==> src/rtl/core/sbc_pkg.sv <==
// ----------------------------------------------------------------------------
// sbc_pkg: shared definitions for the swept box collision time unit
// Constants, field widths, normal codes and queue status type.
// ----------------------------------------------------------------------------
`default_nettype none

package sbc_pkg;

  localparam int COORD_BITS_DEF     = 16;
  localparam int VEL_FRAC_BITS_DEF  = 8;
  localparam int TIME_FRAC_BITS_DEF = 16;

  localparam int VEL_BITS = 24;
  localparam int HT_W     = 17;
  localparam int NRM_W    = 2;
  localparam int Q_DEPTH  = 4;

  localparam logic [NRM_W-1:0] NRM_ZERO = 2'b00;
  localparam logic [NRM_W-1:0] NRM_POS  = 2'b01;
  localparam logic [NRM_W-1:0] NRM_NEG  = 2'b11;

  typedef struct packed {
    logic full;
    logic empty;
  } sbc_q_stat_t;

  // Width of one classified item for a given coordinate width.
  function automatic int item_bits(input int coord_bits);
    return 4 * (coord_bits + 1) + 2 * VEL_BITS + 8;
  endfunction

endpackage

`default_nettype wire

==> src/rtl/core/sbc_queue.sv <==
// ----------------------------------------------------------------------------
// sbc_queue: short decoupling queue
// Register based first-in first-out queue between classification and the
// divider pipeline.
// ----------------------------------------------------------------------------
`default_nettype none

module sbc_queue #(
  parameter int WIDTH = 8,
  parameter int DEPTH = sbc_pkg::Q_DEPTH
) (
  input  wire logic                 clk,
  input  wire logic                 rst_n,
  input  wire logic                 push,
  input  wire logic [WIDTH-1:0]     push_data,
  input  wire logic                 pop,
  output logic [WIDTH-1:0]          pop_data,
  output sbc_pkg::sbc_q_stat_t      stat
);
  import sbc_pkg::*;

  localparam int AW = (DEPTH > 1) ? $clog2(DEPTH) : 1;

  logic [WIDTH-1:0] mem_r [DEPTH];
  logic [AW-1:0]    wr_ptr_r, wr_ptr_nxt, rd_ptr_r, rd_ptr_nxt;
  logic [AW:0]      cnt_r, cnt_nxt;
  logic             do_push, do_pop;

  assign stat.full  = (cnt_r == (AW+1)'(DEPTH));
  assign stat.empty = (cnt_r == '0);
  assign do_push    = push && !stat.full;
  assign do_pop     = pop && !stat.empty;
  assign pop_data   = mem_r[rd_ptr_r];

  always_comb begin
    wr_ptr_nxt = wr_ptr_r;
    rd_ptr_nxt = rd_ptr_r;
    if (do_push) begin
      wr_ptr_nxt = (wr_ptr_r == AW'(DEPTH - 1)) ? '0 : wr_ptr_r + 1'b1;
    end
    if (do_pop) begin
      rd_ptr_nxt = (rd_ptr_r == AW'(DEPTH - 1)) ? '0 : rd_ptr_r + 1'b1;
    end
    cnt_nxt = cnt_r + (AW+1)'(do_push) - (AW+1)'(do_pop);
  end

  always_ff @(posedge clk) begin
    if (!rst_n) begin
      wr_ptr_r <= '0;
      rd_ptr_r <= '0;
      cnt_r    <= '0;
    end else begin
      wr_ptr_r <= wr_ptr_nxt;
      rd_ptr_r <= rd_ptr_nxt;
      cnt_r    <= cnt_nxt;
    end
  end

  always_ff @(posedge clk) begin
    if (do_push) begin
      mem_r[wr_ptr_r] <= push_data;
    end
  end

endmodule

`default_nettype wire

==> config.mk <==
export PLATFORM = sky130hd
export DESIGN_NAME = sbc_queue
export DESIGN_NICKNAME = d
export VERILOG_FILES = /design/src/rtl/core/sbc_pkg.sv /design/src/rtl/core/sbc_queue.sv
export SDC_FILE = /design/constraint.sdc
export NUM_CORES = 1
export LEC_CHECK = 0
export ABC_CLOCK_PERIOD_IN_PS = 2450
export BUFFER_PORTS_ARGS = -buffer_cell sky130_fd_sc_hd__buf_2
export CORE_MARGIN = 8
export CORE_UTILIZATION = 55
export DETAILED_ROUTE_END_ITERATION = 8
export GPL_ROUTABILITY_DRIVEN = 0
export PLACE_DENSITY = 0.77
export SKIP_CTS_REPAIR_TIMING = 1
export SYNTH_ARGS = -nofsm -noshare
export SYNTH_HDL_FRONTEND = slang
export SYNTH_SLANG_ARGS = --single-unit
==> constraint.sdc <==
create_clock -name clk -period 2.45 [get_ports clk]
set_input_delay 0.6125 -clock clk [delete_from_list [all_inputs] [get_ports clk]]
set_output_delay 0.6125 -clock clk [all_outputs]
set_load 0.005 [all_outputs]
* Yosys cells after proc, flatten, opt, wreduce, memory -nomap -nowiden
Memories as Yosys holds them, arrays and structs flattened. A register that Yosys moved wholly into a read port is not among the register bits.
Index checks and enable logic that the tools add are counted.
** Storage, ports and cells
- Flip-flop bits (word level) :: 7
- Memory bits (writable) :: 32
- Bits of input ports :: 12
- Output and inout port bits :: 10
- Logic and storage cells :: 22
- Memories kept :: 1
** Memories
- mem_r :: words 4, width 8, rd ports 1, clocked after memory_dff 1, wr ports 1, RTL line sbc_queue.sv:24 : logic [WIDTH-1:0] mem_r [DEPTH];
** Cells by class
- Add/subtract/negate cells :: 4
- Equality and inequality tests :: 3
- Multiplexer cells :: 6
- Reductions and logical operators :: 5
** Operator list (number)
- 2-bit two-way mux :: 4
- 2-bit by 1-bit adder with 2-bit output, second input constant :: 2
- 2-bit == test, second input constant :: 2
- 3-bit by 1-bit adder with 3-bit output :: 1
- 3-bit == test, second input constant :: 1
- 3-bit logical NOT :: 1
- 3-bit by 1-bit subtractor with 3-bit output :: 1
- 1-bit logical AND :: 2
- 1-bit logical NOT :: 2
- 1-bit two-way mux :: 2

* Logic depth before layout (Yosys ltp)
- Depth after elaboration :: 5
- Mapped depth :: 11
- Mapped depth without buffers :: 10

* Worst setup path after synthesis
No wires, ideal clock.
- Kind :: input -> register
- Start :: input port push
- End :: register cnt_r[2]
- Arrival :: 2.112 ns
- Required time :: 2.335 ns
- Setup slack :: 0.224 ns
- Cell stages on the path :: 10
- Buffers on the path :: 1
- Cells stage by stage :: nor2b_2 buf_6 inv_1 ha_1 inv_1 ha_1 fa_1 xnor2_1 xnor2_1 and2_1
** On the way
- Cells in the longest elaborated chain, start to end :: 3
** Ends and longest elaborated chain
- start: declaration :: RTL line sbc_queue.sv:14 : input wire logic push,
- 1-bit logical AND :: RTL line sbc_queue.sv:31 : assign do_push = push && !stat.full;
- 3-bit by 1-bit adder with 3-bit output :: RTL line sbc_queue.sv:44 : cnt_nxt = cnt_r + (AW+1)'(do_push) - (AW+1)'(do_pop);
- 3-bit by 1-bit subtractor with 3-bit output :: RTL line sbc_queue.sv:44
- end signal: assignment :: RTL line sbc_queue.sv:55 : cnt_r <= cnt_nxt;
- end: declaration :: RTL line sbc_queue.sv:26 : logic [AW:0] cnt_r, cnt_nxt;
No other way between the ends.
A chain may end at the register's enable or synchronous reset.

* Worst setup path after layout
- Start :: register cnt_r[1]
- End :: register cnt_r[2]
** On the way
- Cells in the longest elaborated chain, start to end :: 5
- Elaborated cells on any way between the ends :: 8
- Classes of those cells :: 2 x add/sub; 1 x eq/ne; 5 x reduce/logical
** Ends and longest elaborated chain
- 3-bit == test :: RTL line sbc_queue.sv:29 : assign stat.full = (cnt_r == (AW+1)'(DEPTH));
- 1-bit logical NOT :: RTL line sbc_queue.sv:31
- 1-bit logical AND :: RTL line sbc_queue.sv:31
- 3-bit by 1-bit adder with 3-bit output :: RTL line sbc_queue.sv:44
- 3-bit by 1-bit subtractor with 3-bit output * :: RTL line sbc_queue.sv:44
Every way passes the cells marked *; elsewhere a longest branch is shown, timed or not.

==> qor.csv <==
metric,value,unit
tightestPinTransition,0.391,ns
synthArstFlopShare,0,%
fin_skew,0.00692,ns
die-area,0.00503,sq mm
r2r_end,cnt_r[2]$_SDFF_PN0_,
timing.rr.start,cnt_r[1]$_SDFF_PN0_,
synthesis.area,0.00166,sq mm
ant_nets,0,
slew_viol_final,0,
antenna_found_initial,0,
cp_cell_sequence,o31ai_2 > inv_1 > ha_1 > inv_1 > ha_1 > fa_1 > xnor2_1 > xnor2_1 > and2_1,
postRouteWirelength,2410,um
dp_cells,147,
max_slew_margin,73.9,%
powerDensity,948,mW/mm^2
synth_top_area_share,57.9,%
finalCritPeriodShare,91.7,%
drt_iter0_drc,51,
ys_types,21,
core_area,0.00295,sq mm
cts_buffers,5,
initial_core_util,56.2,%
endpoint_kind,flip-flop,
synth.ff_latch_count,41,
rsz0062_at_grt,no,
dp_hpwl,1750,um
synth_nets,115,
finalSetupTns,0,ns
synth_area_leaders,"edfxtp_1 58%, dfxtp_1 11%, mux4_2 11%",
cts_sinks,41,
fillers,230,
cap_violations,0,
final.min_clock_period,2.25,ns
io_pins,22,
holdPathEnd,mem_r[3][1]$_DFFE_PP_,
clkLatencyLatePin,0.34,ns
required,2.70,ns
grt_usage,10.4,%
peakVddDrop,0.494,mV
power_leakage,0.700,nW
synthMostInstantiatedCell,edfxtp_1,
r2r_slack,0.20,ns
area_growth,12.8,%
ys_warn_count,0,
vias,828,
netSwitchingPower,0.463,mW
power_frac_clock,23.6,%
p_int,1.31,mW
grt_pass1_wl,3950,um
hold_viol,0,
hold-path-cell-count,1,
utilization,63.4,%
grt_pass1_vias,882,
post-route-drc-count,0,
synth-seq-area-share,68.8,%
port_buffers,21,
path_class,flip-flop to flip-flop,
grt_max_degree,13,
ff2ff_path_depth,9,
grt_overflow,0,
fp.dieW,70.9,um
htree_levels,2,
yosys-top-cells-count,"32 x edfxtp_1, 9 x dfxtp_1, 8 x mux4_2",
clock-root-buffer,clkbuf_4,
critical_path.startpoint_type,flip-flop,
wl_per_cell,15.5,um
synth_edf_count,32,
avgSynthCellArea,17.5,sq um
status,"complete, no violations",
max_stage_delay,0.39,ns
fmax,0.445,GHz
syn_inst,95,
cts_tree,done,
std_cell_rows,20,
antenna_cells,0,
hold_class,input port to flip-flop,
final_nets,141,
yosysTopAreaCell,edfxtp_1,
viasPerCell,5.34,
p_sw_share,26.1,%
drive_gt1_share,35.2,%
crit_fanout,5,
slowest_stage,dfxtp_1,
clk_pin_slew,0.12,ns
cts_buffer_depth,2,
setup_viol,0,
arrival,2.49,ns
dr.pass1.iters,4,
hold_start,push_data[1],
synth-main-ff-cell,edfxtp_1,
combinationalPowerShare,24.8,%
p_seq_share,51.6,%
dieHeight,70.9,um
stdcell_count,155,
[how the worst max path moves through the flow]
stage                        start                   to  slack, ns
2_1_floorplan                 push  cnt_r[2]$_SDFF_PN0_       0.22
3_3_place_gp                   pop  cnt_r[2]$_SDFF_PN0_       0.20
3_5_place_dp                   pop  cnt_r[2]$_SDFF_PN0_       0.13
4_1_cts        cnt_r[1]$_SDFF_PN0_  cnt_r[2]$_SDFF_PN0_       0.19
5_1_grt        cnt_r[1]$_SDFF_PN0_  cnt_r[2]$_SDFF_PN0_       0.02
6_report       cnt_r[1]$_SDFF_PN0_  cnt_r[2]$_SDFF_PN0_       0.20
[critical path, delay by kind of cell, from the launching register on]
kind                     cells  cell delay, ns
buffers and inverters        2            0.13
XOR/XNOR                     2            0.28
AO/OA/AOI/OAI                1            0.38
AND/OR/NAND/NOR              1            0.15
adder cells (fa/ha/maj)      3            0.84
flip-flops                   1            0.39
[cells in the final DEF, fill, tap and decap left out, types with 2 or more instances in the layout]
cell,synthesis,final
buf_2,1,21
dfxtp_1,9,9
ha_1,7,7
clkbuf_4,0,5
mux2i_1,2,2
and2_1,4,4
mux4_2,8,8
edfxtp_1,32,32
xnor2_1,2,2
and2_2,3,3
buf_4,0,2
o21ai_0,2,2
nand2_1,6,6
nor2_1,2,2
inv_1,7,7
nand3_1,2,2
[through the flow]
stage	instance area, sq um	setup slack (ns)	power (mW)	hold WS, ns
5_1_grt	1870	0.0212	1.89	0.458
4_1_cts	1870	0.189	1.80	0.465
3_5_place_dp	1800	0.125	1.39	0.505
6_report	1870	0.203	1.77	0.480
3_3_place_gp	1800	0.201	1.37	0.481
2_1_floorplan	1660	0.224	1.24	0.468
[power groups by stage]
stage / registers [mW] / clock network [mW] / logic [mW]
after floorplan: 0.910 / 0 / 0.326
after global placement: 0.929 / 0 / 0.440
after detailed placement: 0.933 / 0 / 0.456
after CTS: 0.918 / 0.429 / 0.456
after global routing: 0.931 / 0.449 / 0.507
final: 0.916 / 0.418 / 0.440
[cell type report]
type	instances	area, sq um	area share [%]
Inverter	7	26.3	1.40
Clock inverter	2	33.8	1.80
Multi-Input combinational cell	43	468	25.0
Timing Repair Buffer	23	120	6.42
Tap cell	33	41.3	2.21
Sequential cell	41	1140	61.0
Clock buffer	6	41.3	2.21
[routing by layer]
layer	vias up	part of all wire (%)	global-route usage, %
met5	-	0	0
li1	401	-	-
met1	401	43	12.0
met2	21	49	15.9
met3	5	5.2	4.94
met4	0	2.0	5.54
[cells by family after synthesis]
family	share of synthesized area, %
flip-flops	68.8
AND/OR/NAND/NOR	7.24
buffers and inverters	3.02
AO/OA/AOI/OAI	1.36
adder cells (fa/ha/maj)	6.49
XOR/XNOR	1.06
multiplexers	12.1
[registers in the layout (all words and copies together), names as in the netlist, named ones only]
signal    flops
mem_r        32
rd_ptr_r      2
cnt_r         3
wr_ptr_r      2
Note: power is estimated with default switching activity, not from simulation.
